### src/rtl/core/deq_pkg.sv
// deq_pkg: shared types and codes of the circular deque engine
// command codes, internal operation and result word layouts
// no dependencies
package deq_pkg;

	localparam int DataW = 32;

	localparam logic [2:0] CMD_PUSH_FRONT = 3'd0;
	localparam logic [2:0] CMD_PUSH_REAR  = 3'd1;
	localparam logic [2:0] CMD_POP_FRONT  = 3'd2;
	localparam logic [2:0] CMD_POP_REAR   = 3'd3;
	localparam logic [2:0] CMD_LIST       = 3'd4;

	typedef enum logic [2:0] {
		OP_PUSH_F,
		OP_PUSH_R,
		OP_POP_F,
		OP_POP_R,
		OP_LIST
	} op_t;

	typedef enum logic [1:0] {
		ST_OK    = 2'd0,
		ST_FULL  = 2'd1,
		ST_EMPTY = 2'd2
	} status_t;

	typedef enum logic [1:0] {
		BK_IDLE,
		BK_POP,
		BK_LIST
	} bk_state_t;

	typedef struct packed {
		op_t                     op;
		logic signed [DataW-1:0] data;
	} item_t;

	typedef struct packed {
		status_t                 status;
		logic signed [DataW-1:0] data;
		logic                    last;
	} res_t;

endpackage

### src/rtl/core/deq_fifo.sv
// deq_fifo: two-entry register queue for one packed word
// used between front and back and on the result side
// no dependencies
module deq_fifo #(
	parameter int W = 8
) (
	input  logic         clk,
	input  logic         arst_n,
	input  logic         wr_en,
	input  logic [W-1:0] wr_data,
	output logic         full,
	input  logic         rd_en,
	output logic [W-1:0] rd_data,
	output logic         empty
);

	localparam logic [1:0] Cap = 2'd2;

	logic [W-1:0] mem_q [2];
	logic         wptr_q;
	logic         rptr_q;
	logic [1:0]   cnt_q;
	logic         do_wr;
	logic         do_rd;

	assign full    = (cnt_q == Cap);
	assign empty   = (cnt_q == 2'd0);
	assign do_wr   = wr_en && !full;
	assign do_rd   = rd_en && !empty;
	assign rd_data = mem_q[rptr_q];

	always_ff @(posedge clk or negedge arst_n) begin
		if (!arst_n) begin
			wptr_q <= 1'b0;
			rptr_q <= 1'b0;
			cnt_q  <= 2'd0;
		end else begin
			if (do_wr) wptr_q <= !wptr_q;
			if (do_rd) rptr_q <= !rptr_q;
			if (do_wr && !do_rd) cnt_q <= cnt_q + 2'd1;
			else if (do_rd && !do_wr) cnt_q <= cnt_q - 2'd1;
		end
	end

	always_ff @(posedge clk) begin
		if (do_wr) mem_q[wptr_q] <= wr_data;
	end

endmodule

### src/rtl/core/deq_front.sv
// deq_front: input stage that takes words and decodes the command
// unused command codes are dropped here, the rest go to the command queue
// depends on deq_pkg
module deq_front (
	input  logic                  clk,
	input  logic                  arst_n,
	input  logic                  push,
	output logic                  full,
	input  logic [2:0]            cmd,
	input  logic signed [31:0]    data_in,
	output logic                  q_wr,
	output deq_pkg::item_t        q_item,
	input  logic                  q_full
);
	import deq_pkg::*;

	logic  valid_s1;
	item_t item_s1;
	op_t   op_dec;
	logic  op_ok;

	always_comb begin
		op_ok  = 1'b1;
		op_dec = OP_LIST;
		unique case (cmd)
			CMD_PUSH_FRONT: op_dec = OP_PUSH_F;
			CMD_PUSH_REAR:  op_dec = OP_PUSH_R;
			CMD_POP_FRONT:  op_dec = OP_POP_F;
			CMD_POP_REAR:   op_dec = OP_POP_R;
			CMD_LIST:       op_dec = OP_LIST;
			default:        op_ok  = 1'b0;
		endcase
	end

	assign full   = valid_s1 && q_full;
	assign q_wr   = valid_s1;
	assign q_item = item_s1;

	always_ff @(posedge clk or negedge arst_n) begin
		if (!arst_n) begin
			valid_s1 <= 1'b0;
		end else if (!full) begin
			valid_s1 <= push && op_ok;
		end
	end

	always_ff @(posedge clk) begin
		if (!full && push) begin
			item_s1.op   <= op_dec;
			item_s1.data <= data_in;
		end
	end

endmodule

### src/rtl/core/deq_back.sv
// deq_back: circular store, head and tail pointers and command sequencer
// one write and one registered read of the store per cycle
// depends on deq_pkg
module deq_back #(
	parameter int DEPTH = 8
) (
	input  logic           clk,
	input  logic           arst_n,
	input  logic           cmd_valid,
	input  deq_pkg::item_t cmd,
	output logic           cmd_pop,
	input  logic           res_full,
	output logic           res_push,
	output deq_pkg::res_t  res
);
	import deq_pkg::*;

	localparam int AW = (DEPTH > 1) ? $clog2(DEPTH) : 1;
	localparam logic [AW-1:0] LastIdx = AW'(DEPTH - 1);

	logic [DataW-1:0] mem [DEPTH];
	logic [DataW-1:0] rdata_q;

	bk_state_t state_q, state_d;
	logic [AW-1:0] head_q, head_d;
	logic [AW-1:0] tail_q, tail_d;
	logic          empty_q, empty_d;
	logic [AW-1:0] walk_q, walk_d;
	logic [AW-1:0] cnt_q, cnt_d;

	logic          wr_en;
	logic [AW-1:0] wr_addr;
	logic          rd_en;
	logic [AW-1:0] rd_addr;
	logic          q_full;
	logic          fin;

	function automatic logic [AW-1:0] idx_next(input logic [AW-1:0] i);
		return (i == LastIdx) ? '0 : i + 1'b1;
	endfunction

	function automatic logic [AW-1:0] idx_prev(input logic [AW-1:0] i);
		return (i == '0) ? LastIdx : i - 1'b1;
	endfunction

	assign q_full = !empty_q && (idx_next(tail_q) == head_q);
	assign fin    = (walk_q == tail_q) || (cnt_q == LastIdx);

	always_comb begin
		state_d = state_q;
		unique case (state_q)
			BK_IDLE: begin
				if (cmd_valid && !empty_q) begin
					if (cmd.op == OP_POP_F || cmd.op == OP_POP_R) state_d = BK_POP;
					else if (cmd.op == OP_LIST) state_d = BK_LIST;
				end
			end
			BK_POP: begin
				if (!res_full) state_d = BK_IDLE;
			end
			BK_LIST: begin
				if (!res_full && fin) state_d = BK_IDLE;
			end
			default: state_d = BK_IDLE;
		endcase
	end

	always_comb begin
		cmd_pop    = 1'b0;
		res_push   = 1'b0;
		res.status = ST_OK;
		res.data   = '0;
		res.last   = 1'b1;
		wr_en      = 1'b0;
		wr_addr    = '0;
		rd_en      = 1'b0;
		rd_addr    = '0;
		head_d     = head_q;
		tail_d     = tail_q;
		empty_d    = empty_q;
		walk_d     = walk_q;
		cnt_d      = cnt_q;
		unique case (state_q)
			BK_IDLE: begin
				if (cmd_valid) begin
					case (cmd.op)
						OP_PUSH_F, OP_PUSH_R: begin
							if (!res_full) begin
								cmd_pop  = 1'b1;
								res_push = 1'b1;
								if (q_full) begin
									res.status = ST_FULL;
								end else begin
									wr_en = 1'b1;
									if (empty_q) begin
										head_d  = '0;
										tail_d  = '0;
										empty_d = 1'b0;
										wr_addr = '0;
									end else if (cmd.op == OP_PUSH_F) begin
										head_d  = idx_prev(head_q);
										wr_addr = idx_prev(head_q);
									end else begin
										tail_d  = idx_next(tail_q);
										wr_addr = idx_next(tail_q);
									end
								end
							end
						end
						OP_POP_F, OP_POP_R: begin
							if (empty_q) begin
								if (!res_full) begin
									cmd_pop    = 1'b1;
									res_push   = 1'b1;
									res.status = ST_EMPTY;
								end
							end else begin
								cmd_pop = 1'b1;
								rd_en   = 1'b1;
								if (head_q == tail_q) empty_d = 1'b1;
								if (cmd.op == OP_POP_F) begin
									rd_addr = head_q;
									if (head_q != tail_q) head_d = idx_next(head_q);
								end else begin
									rd_addr = tail_q;
									if (head_q != tail_q) tail_d = idx_prev(tail_q);
								end
							end
						end
						OP_LIST: begin
							if (empty_q) begin
								if (!res_full) begin
									cmd_pop    = 1'b1;
									res_push   = 1'b1;
									res.status = ST_EMPTY;
								end
							end else begin
								cmd_pop = 1'b1;
								rd_en   = 1'b1;
								rd_addr = head_q;
								walk_d  = head_q;
								cnt_d   = '0;
							end
						end
						default: ;
					endcase
				end
			end
			BK_POP: begin
				if (!res_full) begin
					res_push = 1'b1;
					res.data = rdata_q;
				end
			end
			BK_LIST: begin
				if (!res_full) begin
					res_push = 1'b1;
					res.data = rdata_q;
					res.last = fin;
					if (!fin) begin
						walk_d  = idx_next(walk_q);
						cnt_d   = cnt_q + 1'b1;
						rd_en   = 1'b1;
						rd_addr = idx_next(walk_q);
					end
				end
			end
			default: ;
		endcase
	end

	always_ff @(posedge clk or negedge arst_n) begin
		if (!arst_n) begin
			state_q <= BK_IDLE;
			head_q  <= '0;
			tail_q  <= '0;
			empty_q <= 1'b1;
			walk_q  <= '0;
			cnt_q   <= '0;
		end else begin
			state_q <= state_d;
			head_q  <= head_d;
			tail_q  <= tail_d;
			empty_q <= empty_d;
			walk_q  <= walk_d;
			cnt_q   <= cnt_d;
		end
	end

	always_ff @(posedge clk) begin
		if (wr_en) mem[wr_addr] <= cmd.data;
		if (rd_en) rdata_q <= mem[rd_addr];
	end

endmodule

### src/rtl/core/circular_deque_engine_top.sv
// circular_deque_engine_top: double-ended queue of DEPTH words in a circular store
// instantiates deq_front, two deq_fifo queues and deq_back; depends on deq_pkg
//
// Words go in on push/full and results come out on empty/pop, both as queues. A word
// is registered in the input stage and then waits in a two-entry command queue for
// the sequencer. Pushes and commands that fail (push when full, pop or list when empty)
// are answered when the sequencer takes them. Pops also pass through BK_POP, because the
// store has one write port and one read port with registered read data. A list returns
// the stored words in order from the front, DEPTH words at most. Results pass through a
// two-entry result queue, so the sequencer keeps going while a result waits to be taken.
module circular_deque_engine_top #(
	parameter int DEPTH = 8
) (
	input  logic               clk,
	input  logic               arst_n,
	input  logic               push,
	output logic               full,
	input  logic [2:0]         cmd,
	input  logic signed [31:0] data_in,
	output logic               empty,
	input  logic               pop,
	output logic [1:0]         status,
	output logic signed [31:0] data_out,
	output logic               last
);
	import deq_pkg::*;

	logic  fq_wr;
	item_t fq_item;
	logic  cq_full;
	logic  cq_empty;
	item_t cq_item;
	logic  cq_rd;
	logic  rq_wr;
	res_t  rq_in;
	logic  rq_full;
	res_t  rq_out;

	deq_front u_front (
		.clk     (clk),
		.arst_n  (arst_n),
		.push    (push),
		.full    (full),
		.cmd     (cmd),
		.data_in (data_in),
		.q_wr    (fq_wr),
		.q_item  (fq_item),
		.q_full  (cq_full)
	);

	deq_fifo #(.W($bits(item_t))) u_cmdq (
		.clk     (clk),
		.arst_n  (arst_n),
		.wr_en   (fq_wr),
		.wr_data (fq_item),
		.full    (cq_full),
		.rd_en   (cq_rd),
		.rd_data (cq_item),
		.empty   (cq_empty)
	);

	deq_back #(.DEPTH(DEPTH)) u_back (
		.clk       (clk),
		.arst_n    (arst_n),
		.cmd_valid (!cq_empty),
		.cmd       (cq_item),
		.cmd_pop   (cq_rd),
		.res_full  (rq_full),
		.res_push  (rq_wr),
		.res       (rq_in)
	);

	deq_fifo #(.W($bits(res_t))) u_resq (
		.clk     (clk),
		.arst_n  (arst_n),
		.wr_en   (rq_wr),
		.wr_data (rq_in),
		.full    (rq_full),
		.rd_en   (pop),
		.rd_data (rq_out),
		.empty   (empty)
	);

	assign status   = rq_out.status;
	assign data_out = rq_out.data;
	assign last     = rq_out.last;

endmodule

### config.mk
export PLATFORM = sky130hd
export DESIGN_NAME = circular_deque_engine_top
export DESIGN_NICKNAME = d
export VERILOG_FILES = /design/src/rtl/core/deq_pkg.sv /design/src/rtl/core/deq_fifo.sv /design/src/rtl/core/deq_front.sv /design/src/rtl/core/deq_back.sv /design/src/rtl/core/circular_deque_engine_top.sv
export SDC_FILE = /design/constraint.sdc
export NUM_CORES = 1
export LEC_CHECK = 0
export BUFFER_PORTS_ARGS = -buffer_cell sky130_fd_sc_hd__buf_2
export CELL_PAD_IN_SITES_DETAIL_PLACEMENT = 1
export CELL_PAD_IN_SITES_GLOBAL_PLACEMENT = 2
export CORE_MARGIN = 4
export CORE_UTILIZATION = 49
export DETAILED_ROUTE_END_ITERATION = 16
export PLACE_DENSITY_LB_ADDON = 0.15
export SKIP_LAST_GASP = 1
export SYNTH_ARGS = -nofsm -noshare
export SYNTH_HDL_FRONTEND = slang
export SYNTH_SLANG_ARGS = --single-unit
### constraint.sdc
create_clock -name clk -period 7.8 [get_ports clk]
set_clock_uncertainty 0.2 [all_clocks]
set_input_delay 0.39 -clock clk [delete_from_list [all_inputs] [get_ports clk]]
set_output_delay 0.39 -clock clk [all_outputs]
set_load 0.02 [all_outputs]
==> results.md, run 1 <==
| Stage | Quantity | Reported |
|---|---|---|
| outcome | Status | finished, final reports clean |
| logic synthesis | Dominant cells by area after synthesis | sky130_fd_sc_hd__edfxtp_1 73%, sky130_fd_sc_hd__mux2_2 4.1%, sky130_fd_sc_hd__nand2_1 4.0%, sky130_fd_sc_hd__dfrtp_1 3.0%, sky130_fd_sc_hd__mux2i_1 2.3% |
| timing | Peak Freq | 236 MHz |
| worst setup path | CP Class | reg2reg |
| route | Ratio of routed vias to standard cells | 5.44 |
| floorplan | Die area | 0.0422 mm2 |
| worst setup path | Instance count on the critical path | 9 |
| worst setup path | Critical path data required time | 7.93 ns |
| timing | Sum Neg Setup Slack | 0 ns |
| finish | Share of post-route cells with drive strength above 1 | 19.0% |
| route | First-iteration detailed-routing DRC count | 701 |
| global routing | GRT Util Overall | 20.1% |
| logic synthesis | Synth warnings | 0 |
| cts | Clk sink count | 487 |
| pwr | Reported net switching power | 0.00331 W |
| worst setup path | Largest fanout of any net on the critical path | 73 |
| global routing | Maximum number of pins on one net before global-route repair | 74 |
| worst setup path | Crit path buffers/inverters | 2 |
| worst setup path | Critical-path top delay cell | sky130_fd_sc_hd__buf_4 |
| timing | Headroom to the max-slew limit | 18.8% |
| logic synthesis | Netlist cell types | 53 |
| pwr | Switching share of total power | 35.0% |
| pwr | Relative contribution of the clock network to total power | 24.0% |
| pwr | Cell-internal power | 0.00615 W |
| global routing | Global-route wire length before repair | 64,000 um |
| worst setup path | Flop-to-flop setup slack | 3.57 ns |
| worst setup path | Family of cells with the greatest summed delay on the critical path | buffers and inverters |
| timing | Count of final setup violators | 0 |
| logic synthesis | Avg Inst Size Synth | 15.8 um2 |
| pwr | Sequential fraction of design power | 42.4% |
| timing | Final Max Tran Viols | 0 |
| worst setup path | Cell depth of the worst flop-to-flop path | 9 |
| timing | Final worst path period need | 4.23 ns |
| logic synthesis | Commonest cells in the synthesized netlist | 463 x sky130_fd_sc_hd__edfxtp_1, 204 x sky130_fd_sc_hd__nand2_1, 70 x sky130_fd_sc_hd__mux2_2 |
| route | DRC Markers | 0 |
| global routing | Total overflow reported by the global router | 0 |
| timing | Setup repair after global routing missed its margin | false |
| cts | TritonCTS Buffers | 50 |
| placement | Count of port buffers added during placement | 75 |
| placement | Placed wire-length estimate after detailed placement | 24,100 um |
| finish | Design Area, Final | 0.0220 mm2 |
| floorplan | Standard-cell row count | 72 |
| worst setup path | CP peak stage delay | 0.71 ns |
| finish | Synthesis-to-layout area growth | 15.0% |
| logic synthesis | Async set-or-reset flop fraction in the synthesized netlist | 4.93% |
| floorplan | Vertical die dimension | 206 um |
| pwr | Final Power | 0.00946 W |
| global routing | Initial antenna violation count | 4 |
| floorplan | Core Area | 0.0386 mm2 |
| route | Final wirelength | 41,500 um |
| hold path | Worst min-delay path class | in2async |
| cts | CTS tree | built |
| cts | Worst-path clk slew | 0.06 ns |
| timing | Slew at the pin closest to its max-slew limit | 1.22 ns |
| logic synthesis | Dominant synthesized flop cell | sky130_fd_sc_hd__edfxtp_1 |
| global routing | Vias in the first global route | 10,800 |
| logic synthesis | Syn Nets | 1,268 |
| cts | Largest buffer count on any clock path | 3 |
| pwr | Leakage dissipation | 7.63 nW |
| cts | H-tree depth reported by CTS | 2 |
| logic synthesis | Cell Area, Synth | 0.0191 mm2 |
| worst setup path | Worst path arrival time | 4.37 ns |
| timing | Number of hold violations in the final report | 0 |
| logic synthesis | Mapped Cells | 1,211 |
| placement | Final weighted congestion of routability-driven global placement | 0.785 |
| cts | Cell chosen for the clock root | sky130_fd_sc_hd__clkbuf_16 |
| logic synthesis | Share of Yosys cell area claimed by the top area cell type | 72.7% |
| worst setup path | CP most frequent cell | sky130_fd_sc_hd__buf_4 |
| logic synthesis | Share of synthesized area occupied by flip-flops and latches | 75.9% |
| route | Total number of vias | 10,300 |
| route | Antenna violation net count after detailed routing | 0 |
| logic synthesis | Cell with the most instances after synthesis | sky130_fd_sc_hd__edfxtp_1 |
| cts | Post-CTS setup-driven buffer insertion count | 0 |
| logic synthesis | Synthesis-stage register bit count | 487 |
| placement | Post-detailed-placement cell area | 0.0200 mm2 |
| pwr | Worst vdd ir | 0.279 mV |
| logic synthesis | Cell type with the highest aggregate area in the netlist | sky130_fd_sc_hd__edfxtp_1 |
| route | WL/cell | 21.9 um |
| worst setup path | Worst Setup End Kind | register |
| floorplan | Floorplan die width | 206 um |
| worst setup path | Type of element launching the critical path | register |
| floorplan | Num ports | 76 |
| pwr | Portion of total power attributed to combinational logic | 33.6% |
| pwr | Power density normalized to cell area | 431 mW/mm2 |
| cts | CTS resizes | 0 |
| timing | Share of the clock period used by the worst path after layout | 54.3% |
| flow run | Number of violations of the max-capacitance limit | 0 |
| finish | Antenna cell count | 0 |
| logic synthesis | Number of enable flip-flop cells after synthesis | 463 |
| finish | Number of nets at the end of the flow | 1,394 |
| worst setup path | CP Cell Sequence | buf_4, nand4b_1, a211oi_1, a2bb2oi_1, nand2_4, buf_4, mux2i_1, a32oi_1, and3_1 |
| route | First-pass iteration count of the detailed router | 5 |
| cts | Clock insertion delay at the later pin of the skew report | 0.57 ns |
| finish | Number of filler cells placed in the layout | 3,579 |
| floorplan | Initial cell density of the core | 49.5% |
[per-stage QoR]
| stage | utilization, % | hold WS (ns) | instances | worst slack [ns] |
|---|---|---|---|---|
| 5_1_grt | 56.9 | 0.228 | 1896 | 3.21 |
| 2_1_floorplan | - | -0.106 | 1211 | 3.10 |
| 3_3_place_gp | 51.8 | 0.223 | 1764 | 3.57 |
| 6_report | 56.9 | 0.171 | 1896 | 3.57 |
| 4_1_cts | 56.9 | 0.162 | 1896 | 3.50 |
| 3_5_place_dp | 51.8 | 0.232 | 1764 | 3.51 |
[worst reg2reg max path, cell delays in order, from the launching register on]
cell and delay, ns:
sky130_fd_sc_hd__dfrtp_2 0.33, sky130_fd_sc_hd__buf_4 0.49, sky130_fd_sc_hd__nand4b_1 0.18, sky130_fd_sc_hd__a211oi_1 0.53
sky130_fd_sc_hd__a2bb2oi_1 0.21, sky130_fd_sc_hd__nand2_4 0.70, sky130_fd_sc_hd__buf_4 0.73, sky130_fd_sc_hd__mux2i_1 0.35
sky130_fd_sc_hd__a32oi_1 0.08, sky130_fd_sc_hd__and3_1 0.22
[state kept, by name, indices dropped and copies added (netlist names), 3 cells and up]
name	flops
u_resq.mem_q	70
u_front.q_item	35
u_back.cnt_q	3
u_back.tail_q	3
u_back.rdata_q	32
u_cmdq.mem_q	70
u_back.head_q	3
u_back.mem	256
u_back.walk_q	3
[worst paths after layout]
kind	startpoint	endpoint
max	u_cmdq.rptr_q	u_back.rdata_q[22]
min	arst_n	u_cmdq.cnt_q[0]
max reg2reg	u_cmdq.rptr_q	u_back.rdata_q[22]
min reg2reg	u_front.q_item[28]	u_cmdq.mem_q[1][28]
max in group asynchronous	arst_n	u_cmdq.rptr_q
min in group clk	u_front.q_item[28]	u_cmdq.mem_q[1][28]
[power groups by stage]
stage	logic [W]	registers, W	clock network, W
after floorplan	0.00232	0.00394	0
after global placement	0.00314	0.00404	0
after detailed placement	0.00322	0.00406	0
after CTS	0.00325	0.00401	0.00233
after global routing	0.00354	0.00406	0.00244
final	0.00318	0.00401	0.00227
[logic make-up (layout without fill, tap and decap cells)]
| family | count (synthesis) | after routing | synth area share, % |
|---|---|---|---|
| and+or+nand+nor | 405 | 405 | 9.92 |
| buffers and inverters | 77 | 244 | 2.14 |
| AOI/OAI and AO/OA | 90 | 90 | 3.55 |
| muxes | 113 | 113 | 6.37 |
| adders and majority gates | 18 | 18 | 1.18 |
| DFF | 487 | 487 | 75.9 |
| xor gates and xnor gates | 21 | 21 | 0.962 |
[routing by layer]
layer | vias to the layer above | share of wire (%) | track usage (%)
met5 | - | 0.039 | 0
met4 | 2 | 1.9 | 5.14
met3 | 59 | 5.2 | 3.17
met2 | 238 | 47 | 32.6
met1 | 5238 | 45 | 28.7
li1 | 4780 | - | -
[cell type report]
class | count | area (um2) | share of cell area (%)
clock buffers | 61 | 1310 | 5.98
inverters | 18 | 67.6 | 0.307
clock inverters | 32 | 253 | 1.15
flip-flops and latches | 487 | 14500 | 66.0
multi-input cells | 647 | 4280 | 19.5
repair buffers | 133 | 908 | 4.13
well taps | 518 | 648 | 2.95
[layout by cell type, fill, tap and decap left out, types with 5 or more instances in the layout]
master,count
sky130_fd_sc_hd__edfxtp_1,463
sky130_fd_sc_hd__nand2_1,203
sky130_fd_sc_hd__buf_2,75
sky130_fd_sc_hd__mux2_2,70
sky130_fd_sc_hd__nand3_1,66
sky130_fd_sc_hd__clkbuf_16,51
sky130_fd_sc_hd__mux2i_1,43
sky130_fd_sc_hd__dlygate4sd3_1,39
sky130_fd_sc_hd__and2_1,37
sky130_fd_sc_hd__and3_1,33
sky130_fd_sc_hd__a32oi_1,32
sky130_fd_sc_hd__dfrtp_1,22
sky130_fd_sc_hd__buf_4,19
sky130_fd_sc_hd__inv_1,18
sky130_fd_sc_hd__ha_1,18
sky130_fd_sc_hd__a21oi_1,16
sky130_fd_sc_hd__o21ai_0,15
sky130_fd_sc_hd__clkinv_1,15
sky130_fd_sc_hd__nor2_1,13
sky130_fd_sc_hd__xnor2_1,12
sky130_fd_sc_hd__nor3_1,10
sky130_fd_sc_hd__clkbuf_1,10
sky130_fd_sc_hd__clkinv_2,10
sky130_fd_sc_hd__xor2_1,9
sky130_fd_sc_hd__nand2b_1,7
sky130_fd_sc_hd__nor2_2,6
sky130_fd_sc_hd__nor2b_1,5
[what timing repair did]
item,CTS,global route
endpoints found under the hold margin,60,0
hold buffers,39,0
setup endpoints to repair,0,0
No activity file was read; power rests on OpenSTA's default activity.
==> inputs of run 2 (changes only) <==
--- a/config.mk
+++ b/config.mk
@@ -5,11 +5,12 @@
 export SDC_FILE = /design/constraint.sdc
 export NUM_CORES = 1
 export LEC_CHECK = 0
+export ABC_AREA = 1
 export BUFFER_PORTS_ARGS = -buffer_cell sky130_fd_sc_hd__buf_2
 export CELL_PAD_IN_SITES_DETAIL_PLACEMENT = 1
 export CELL_PAD_IN_SITES_GLOBAL_PLACEMENT = 2
 export CORE_MARGIN = 4
-export CORE_UTILIZATION = 49
+export CORE_UTILIZATION = 38
 export DETAILED_ROUTE_END_ITERATION = 16
 export PLACE_DENSITY_LB_ADDON = 0.15
 export SKIP_LAST_GASP = 1
==> constraint.sdc (replaced) <==
create_clock -name clk -period 3.8 [get_ports clk]
set_clock_uncertainty 0.2 [all_clocks]
set_input_delay 0.19 -clock clk [delete_from_list [all_inputs] [get_ports clk]]
set_output_delay 0.19 -clock clk [all_outputs]
set_load 0.02 [all_outputs]
==> run 2 against run 1 <==
  * Sequential power grew 110%
  * Critical path depth grew 5
  * Cell area grew 8.3%
  * Core utilization shrank 12 points
  * Critical endpoint is now u_back.rdata_q[14]
==> results.md, run 2 <==
| Stage | Quantity | Reported | Delta |
|---|---|---|---|
| placement | Final weighted congestion of routability-driven global placement | 0.796 | +1.5% |
| global routing | Global-route wire length before repair | 80,700 um | +26% |
| logic synthesis | Synth warnings | 0 | unchanged |
| timing | Sum Neg Setup Slack | 0 ns | unchanged |
| worst setup path | Critical R2R Launch | u_back.state_q[0] |  |
| route | WL/cell | 19.1 um | -13% |
| route | First-pass iteration count of the detailed router | 7 | +2 |
| global routing | Total overflow reported by the global router | 0 | unchanged |
| logic synthesis | Netlist cell types | 32 | -40% |
| timing | Count of final setup violators | 0 | unchanged |
| hold path | Endpoint of the worst hold path | u_front.q_item[18] |  |
| cts | Post-CTS setup-driven buffer insertion count | 0 | unchanged |
| outcome | Status | finished, final reports clean |  |
| finish | Synthesis-to-layout area growth | 16.5% |  |
| worst setup path | Cell depth of the worst flop-to-flop path | 14 | +5 |
| worst setup path | Worst Setup End Kind | register |  |
| logic synthesis | Synthesis-stage register bit count | 487 | unchanged |
| logic synthesis | Commonest cells in the synthesized netlist | 736 x sky130_fd_sc_hd__nand2_1, 463 x sky130_fd_sc_hd__edfxtp_1, 179 x sky130_fd_sc_hd__nand3_1 |  |
| floorplan | Die area | 0.0575 mm2 | +36% |
| finish | Number of nets at the end of the flow | 2,008 | +44% |
| finish | Commonest non-fill, non-tap cell in the layout | sky130_fd_sc_hd__nand2_1 |  |
| cts | H-tree depth reported by CTS | 2 | unchanged |
| placement | Number of cells after detailed placement | 2,543 | +44% |
| global routing | Maximum number of pins on one net before global-route repair | 79 | +6.8% |
| floorplan | Floorplan die width | 240 um | +17% |
| placement | Count of port buffers added during placement | 75 | unchanged |
| logic synthesis | Cell type with the highest aggregate area in the netlist | sky130_fd_sc_hd__edfxtp_1 |  |
| cts | Cell chosen for the clock root | sky130_fd_sc_hd__clkbuf_16 |  |
| timing | Slew at the pin closest to its max-slew limit | 0.903 ns | -0.313 ns |
| worst setup path | Type of element launching the critical path | register |  |
| logic synthesis | Dominant cells by area after synthesis | sky130_fd_sc_hd__edfxtp_1 68%, sky130_fd_sc_hd__nand2_1 14%, sky130_fd_sc_hd__nand3_1 4.4%, sky130_fd_sc_hd__dfrtp_1 2.8%, sky130_fd_sc_hd__inv_1 2.6% |  |
| logic synthesis | Share of synthesized area occupied by flip-flops and latches | 71.0% | -4.9 points |
| cts | CTS resizes | 0 | unchanged |
| cts | Clock insertion delay at the later pin of the skew report | 0.60 ns | +0.03 ns |
| route | Final wirelength | 51,200 um | +23% |
| worst setup path | CP Class | reg2reg |  |
| floorplan | Vertical die dimension | 240 um | +17% |
| logic synthesis | Mapped Cells | 1,828 | +51% |
| hold path | Instance count along the most critical hold path | 2 |  |
| route | First-iteration detailed-routing DRC count | 764 | +9.0% |
| global routing | GRT Util Overall | 18.1% | -2.0 points |
| global routing | Vias in the first global route | 13,700 | +27% |
| timing | Number of hold violations in the final report | 0 | unchanged |
| cts | CTS tree | built |  |
| placement | Placed wire-length estimate after detailed placement | 30,100 um | +25% |
| finish | Leading registers by flop count | u_back.mem: 256 flops, u_cmdq.mem_q: 70 flops, u_resq.mem_q: 70 flops |  |
| timing | Final Max Tran Viols | 0 | unchanged |
| timing | Final worst path period need | 3.16 ns | -1.07 ns |
| hold path | Startpoint of the lowest-slack hold path | data_in[18] |  |
| flow run | Number of violations of the max-capacitance limit | 0 | unchanged |
| logic synthesis | Cell Area, Synth | 0.0204 mm2 | +6.9% |
| pwr | Power density normalized to cell area | 874 mW/mm2 | +100% |
| finish | Share of post-route cells with drive strength above 1 | 11.2% | -7.8 points |
| worst setup path | Startpoint of the worst setup timing path | u_back.state_q[0] |  |
| finish | Non-filler instance count after layout | 2,682 | +41% |
| cts | Worst-path clk slew | 0.06 ns | about the same |
| floorplan | Core Area | 0.0529 mm2 | +37% |
| route | DRC Markers | 0 | unchanged |
| global routing | Initial antenna violation count | 0 | -4 |
| cts | Largest buffer count on any clock path | 3 | unchanged |
| cts | Clk sink count | 487 | unchanged |
| timing | Peak Freq | 316 MHz | +34% |
| worst setup path | Largest fanout of any net on the critical path | 40 | -45% |
| logic synthesis | Number of enable flip-flop cells after synthesis | 463 | unchanged |
| finish | Largest register by flop count | u_back.mem |  |
| floorplan | Standard-cell row count | 84 | +17% |
| logic synthesis | Syn Nets | 1,885 | +49% |
| worst setup path | Critical path data required time | 4.05 ns | -3.88 ns |
| logic synthesis | Cell with the most instances after synthesis | sky130_fd_sc_hd__nand2_1 |  |
| finish | Most frequent cells in the layout | 734 x sky130_fd_sc_hd__nand2_1, 463 x sky130_fd_sc_hd__edfxtp_1, 179 x sky130_fd_sc_hd__nand3_1 |  |
| logic synthesis | Dominant synthesized flop cell | sky130_fd_sc_hd__edfxtp_1 |  |
| timing | Setup repair after global routing missed its margin | false |  |
| logic synthesis | Share of Yosys cell area claimed by the top area cell type | 68.0% | -4.7 points |
| route | Total number of vias | 13,000 | +26% |
| floorplan | Initial cell density of the core | 38.6% | -11 points |
| route | Antenna violation net count after detailed routing | 0 | unchanged |
| pwr | Leakage dissipation | 9.76 nW | +28% |
| route | Ratio of routed vias to standard cells | 4.86 | -11% |
| cts | TritonCTS Buffers | 53 | +6.0% |
| logic synthesis | Avg Inst Size Synth | 11.2 um2 | -29% |
| timing | Headroom to the max-slew limit | 39.7% | +21 points |
| pwr | Worst vdd ir | 0.541 mV | +94% |
| floorplan | Num ports | 76 | unchanged |
| worst setup path | Flop-to-flop setup slack | 0.64 ns | -2.93 ns |
| worst setup path | Worst path arrival time | 3.41 ns | -0.96 ns |
| worst setup path | Critical R2R Capture | u_back.rdata_q[14] |  |
| timing | Share of the clock period used by the worst path after layout | 83.2% | +29 points |
| hold path | Worst min-delay path class | in2reg |  |
| logic synthesis | Async set-or-reset flop fraction in the synthesized netlist | 4.93% | unchanged |
| finish | Flip-flop count of the largest register, all copies and words added | 256 | unchanged |
[run 2: worst max path at each step]
stage	endpoint	depth (start not counted)	slack, ns
finish	u_back.rdata_q[14]	14	0.64
global route	u_back.rdata_q[14]	14	0.42
floorplan	u_back.mem[1][0]	8	0.12
detailed placement	u_back.rdata_q[14]	14	0.68
CTS	u_back.rdata_q[14]	14	0.64
global placement	u_back.rdata_q[18]	15	0.76
[run 2: layer usage]
| metal | global-route usage (%) | wire, um |
|---|---|---|
| met3 | 2.57 | 1630 |
| met1 | 25.9 | 24900 |
| met2 | 29.5 | 23900 |
| met5 | 0 | 0 |
| met4 | 4.35 | 823 |
[run 2: worst max-delay path: stages, from the launching register on]
cell	delay (ns)
sky130_fd_sc_hd__dfrtp_1	0.42
sky130_fd_sc_hd__inv_1	0.10
sky130_fd_sc_hd__ha_1	0.30
sky130_fd_sc_hd__inv_2	0.10
sky130_fd_sc_hd__nor3_1	0.23
sky130_fd_sc_hd__nand4_1	0.37
sky130_fd_sc_hd__nand2_4	0.42
sky130_fd_sc_hd__buf_12	0.28
sky130_fd_sc_hd__buf_4	0.17
sky130_fd_sc_hd__nand2_1	0.06
sky130_fd_sc_hd__nand2_1	0.06
sky130_fd_sc_hd__nand2_1	0.06
sky130_fd_sc_hd__nand2_1	0.07
sky130_fd_sc_hd__nand2_1	0.05
sky130_fd_sc_hd__nand2_1	0.12
[run 2: stage by stage]
step | setup WS (ns) | hold WS (ns) | utilization (%) | cell area (um2) | power [W]
after floorplan | 0.119 | -0.306 | - | 20400 | 0.0134
after global placement | 0.761 | 0.0498 | 41.0 | 21700 | 0.0158
after detailed placement | 0.677 | 0.0572 | 41.0 | 21700 | 0.0160
after CTS | 0.642 | 0.0362 | 45.0 | 23800 | 0.0212
after global routing | 0.425 | 0.0749 | 45.0 | 23800 | 0.0224
final | 0.638 | 0.0949 | 45.0 | 23800 | 0.0208
[run 2: area by class of cell]
class / instances / area [um2]
Sequential cell: 487 / 14500
Inverter: 150 / 563
Timing Repair Buffer: 152 / 1230
Clock inverter: 36 / 343
Clock buffer: 61 / 1360
Fill cell: 5731 / 29100
Tap cell: 688 / 861
Antenna cell: 1 / 2.50
Multi-Input combinational cell: 1107 / 4950
[run 2: where the power goes]
part / switching [W] / internal, W
clock: 0.00211 / 0.00296
combinational: 0.00538 / 0.00199
sequential: 0.000493 / 0.00789
[run 2: cell families after synthesis]
family / share of synthesized area (%)
AO/OA/AOI/OAI: 1.16
XOR/XNOR: 0.557
adder cells (fa/ha/maj): 1.10
buffers and inverters: 5.25
flip-flops: 71.0
AND/OR/NAND/NOR: 20.9
[run 2: timing repair]
action,4_1_cts,5_1_grt
hold buffers,41,0
endpoints found under the hold margin,62,0
endpoints found under the setup margin,0,0
==> inputs of run 3 (changes only) <==
--- a/config.mk
+++ b/config.mk
@@ -10,7 +10,7 @@
 export CELL_PAD_IN_SITES_DETAIL_PLACEMENT = 1
 export CELL_PAD_IN_SITES_GLOBAL_PLACEMENT = 2
 export CORE_MARGIN = 4
-export CORE_UTILIZATION = 38
+export CORE_UTILIZATION = 42
 export DETAILED_ROUTE_END_ITERATION = 16
 export PLACE_DENSITY_LB_ADDON = 0.15
 export SKIP_LAST_GASP = 1
==> constraint.sdc (replaced) <==
create_clock -name clk -period 3.2 [get_ports clk]
set_clock_uncertainty 0.2 [all_clocks]
set_input_delay 0.16 -clock clk [delete_from_list [all_inputs] [get_ports clk]]
set_output_delay 0.16 -clock clk [all_outputs]
set_load 0.02 [all_outputs]
==> run 3 against run 2 <==
  * Flip-flop and latch count stayed put
  * Clock power is 21% higher
  * Clock-buffer cell count is 1 higher
  * Highest routed layer is now met5
  * Power is 21% higher
  * Critical path depth is 3 lower
  * Die area is 9.2% lower
  * Cell area is 0.63% higher
  * Via count is 0.71% higher
  * Hold slack worse by 0.019 ns
  * Fmax is 6.7% higher
  * Global-route usage is 0.98 points higher
  * Register-to-register slack worse by 0.40 ns
  * Critical endpoint is now u_back.mem[1][29]
==> results.md, run 3 (same netlist as run 2, synthesis figures left out) <==
| Stage | Quantity | Reported | Delta |
|---|---|---|---|
| timing | Count of final setup violators | 0 | unchanged |
| finish | Synthesis-to-layout area growth | 17.3% |  |
| global routing | Total overflow reported by the global router | 0 | unchanged |
| worst setup path | Worst path arrival time | 3.04 ns | -0.37 ns |
| worst setup path | Type of element launching the critical path | register |  |
| flow run | Number of violations of the max-capacitance limit | 0 | unchanged |
| floorplan | Standard-cell row count | 80 | -4.8% |
| cts | Clk sink count | 487 | unchanged |
| cts | CTS resizes | 0 | unchanged |
| global routing | Met1 GRT Util | 25.9% | about the same |
| route | Total number of vias | 13,100 | +0.71% |
| timing | Final worst path period need | 2.96 ns | -0.198 ns |
| cts | Post-CTS setup-driven buffer insertion count | 0 | unchanged |
| timing | Final worst slack | 0.236 ns | -0.402 ns |
| route | Ratio of routed vias to standard cells | 5.01 | +3.1% |
| pwr | Worst vdd ir | 0.641 mV | +18% |
| cts | Cell chosen for the clock root | sky130_fd_sc_hd__clkbuf_16 |  |
| route | Antenna violation net count after detailed routing | 0 | unchanged |
| worst setup path | Critical path endpoint | u_back.mem[1][29] |  |
| placement | Placed wire-length estimate after detailed placement | 30,100 um | about the same |
| global routing | Vias in the first global route | 14,000 | +1.8% |
| worst setup path | Critical R2R Launch | u_back.tail_q[0] |  |
| finish | Share of post-route cells with drive strength above 1 | 11.7% | +0.54 points |
| global routing | Met2 usage in global routing | 31.7% | +2.2 points |
| finish | Largest register by flop count | u_back.mem |  |
| cts | Total of hold buffers inserted after clock tree synthesis | 41 | unchanged |
| cts | H-tree depth reported by CTS | 2 | unchanged |
| route | First-pass iteration count of the detailed router | 6 | -1 |
| timing | Share of the clock period used by the worst path after layout | 92.6% | +9.4 points |
| finish | Leading registers by flop count | u_back.mem: 256 flops, u_cmdq.mem_q: 70 flops, u_resq.mem_q: 70 flops |  |
| floorplan | Die area | 0.0522 mm2 | -9.2% |
| worst setup path | Startpoint of the worst setup timing path | u_back.tail_q[0] |  |
| finish | Flip-flop count of the largest register, all copies and words added | 256 | unchanged |
| pwr | Power density normalized to cell area | 1050 mW/mm2 | +20% |
| worst setup path | CP Class | reg2reg |  |
| placement | Pre-CTS setup slack | 0.254 ns | -0.423 ns |
| placement | Final weighted congestion of routability-driven global placement | 0.791 | -0.67% |
| timing | Final Max Tran Viols | 0 | unchanged |
| timing | Headroom to the max-slew limit | 54.5% | +15 points |
| finish | Most frequent cells in the layout | 734 x sky130_fd_sc_hd__nand2_1, 463 x sky130_fd_sc_hd__edfxtp_1, 179 x sky130_fd_sc_hd__nand3_1 |  |
| finish | Antenna cell count | 0 | -1 |
| finish | Number of nets at the end of the flow | 2,020 | +0.60% |
| cts | Clock insertion delay at the later pin of the skew report | 0.59 ns | about the same |
| placement | Post-detailed-placement cell area | 0.0218 mm2 | +0.42% |
| global routing | Global-route track usage on met3 | 3.15% | +0.58 points |
| route | First-iteration detailed-routing DRC count | 825 | +8.0% |
| global routing | Initial antenna violation count | 1 | +1 |
| cts | TritonCTS Buffers | 52 | -1.9% |
| route | Final wirelength | 49,200 um | -3.8% |
| global routing | Maximum number of pins on one net before global-route repair | 129 | +63% |
| placement | Count of port buffers added during placement | 75 | unchanged |
| timing | Slew at the pin closest to its max-slew limit | 0.682 ns | -0.221 ns |
| global routing | Global-route wire length before repair | 78,900 um | -2.2% |
| route | WL/cell | 18.8 um | -1.5% |
| floorplan | Core Area | 0.0479 mm2 | -9.3% |
| worst setup path | Flop-to-flop setup slack | 0.24 ns | -0.40 ns |
| finish | Commonest non-fill, non-tap cell in the layout | sky130_fd_sc_hd__nand2_1 |  |
| global routing | Most crowded layer after global routing | met2 |  |
| timing | Peak Freq | 337 MHz | +6.7% |
| outcome | Status | finished, final reports clean |  |
| floorplan | Floorplan die width | 229 um | -4.7% |
| worst setup path | Critical R2R Capture | u_back.mem[1][29] |  |
| cts | CTS tree | built |  |
| route | DRC Markers | 0 | unchanged |
| global routing | GRT Util Overall | 19.1% | +0.98 points |
| timing | Sum Neg Setup Slack | 0 ns | unchanged |
| worst setup path | Worst Setup End Kind | register |  |
| timing | Setup repair after global routing missed its margin | false |  |
| worst setup path | Cell depth of the worst flop-to-flop path | 11 | -3 |
| floorplan | Initial cell density of the core | 42.6% | +4.0 points |
| hold path | Worst min-delay path class | in2reg |  |
| cts | Largest buffer count on any clock path | 3 | unchanged |
| floorplan | Vertical die dimension | 229 um | -4.7% |
| floorplan | Num ports | 76 | unchanged |
| finish | Design Area, Final | 0.0240 mm2 | +0.63% |
| cts | Worst-path clk slew | 0.06 ns | about the same |
| timing | Number of hold violations in the final report | 0 | unchanged |
| pwr | Leakage dissipation | 9.88 nW | +1.3% |
| worst setup path | Critical path data required time | 3.27 ns | -0.78 ns |
| worst setup path | Largest fanout of any net on the critical path | 14 | -65% |
==> run 3: changes by cell type in the layout (fill, tap and decap cells not counted), sizes merged <==
cell,delta
inv,-2
diode,-1
buf,+13
clkbuf,+1
clkinv,-3
bufinv,+2
==> run 3: critical path, cell delays in order, from the launching register on <==
cell,delay [ns]
sky130_fd_sc_hd__dfrtp_1,0.47
sky130_fd_sc_hd__ha_1,0.24
sky130_fd_sc_hd__ha_1,0.19
sky130_fd_sc_hd__nor2_1,0.18
sky130_fd_sc_hd__xor2_1,0.18
sky130_fd_sc_hd__nand4_1,0.17
sky130_fd_sc_hd__nor2_1,0.22
sky130_fd_sc_hd__nor2_1,0.08
sky130_fd_sc_hd__nand2_1,0.10
sky130_fd_sc_hd__a21oi_1,0.09
sky130_fd_sc_hd__nor2_2,0.20
sky130_fd_sc_hd__buf_4,0.29
==> run 3: cell type report <==
cell class | count | area [um2]
clock inverters | 33 | 379
repair buffers | 165 | 1450
clock buffers | 62 | 1380
fillers | 5098 | 24000
well taps | 615 | 769
flip-flops and latches | 487 | 14500
inverters | 150 | 563
multi-input cells | 1107 | 4910
==> run 3: worst min-delay path by stage <==
stage / startpoint / to / slack [ns] / cells after the start
2_1_floorplan: arst_n / u_back.cnt_q[0] / -0.34 / 0
3_3_place_gp: arst_n / u_cmdq.cnt_q[0] / 0.01 / 1
3_5_place_dp: arst_n / u_front.q_wr / 0.007 / 1
4_1_cts: data_in[20] / u_front.q_item[20] / 0.02 / 2
5_1_grt: data_in[28] / u_front.q_item[28] / 0.05 / 2
6_report: data_in[25] / u_front.q_item[25] / 0.08 / 2
==> run 3: through the flow <==
step           power [W]  std cells  util (%)  hold slack, ns
2_1_floorplan     0.0159       1828         -          -0.336
3_3_place_gp      0.0190       2483      45.4         0.00969
3_5_place_dp      0.0192       2483      45.4         0.00684
4_1_cts           0.0256       2619      50.0          0.0232
5_1_grt           0.0270       2619      50.0          0.0538
6_report          0.0252       2619      50.0          0.0761
==> run 3: power by group <==
part	switching, W	leakage, nW	internal, W
sequential	0.000539	4.57	0.00936
clock	0.00245	0.865	0.00372
combinational	0.00653	4.45	0.00261
==> run 3: per-layer routing <==
layer / part of all wire (%) / vias up
met2: 47 / 205
met5: 0.014 / -
li1: - / 6351
met3: 4.1 / 84
met1: 46 / 6484
met4: 2.5 / 2
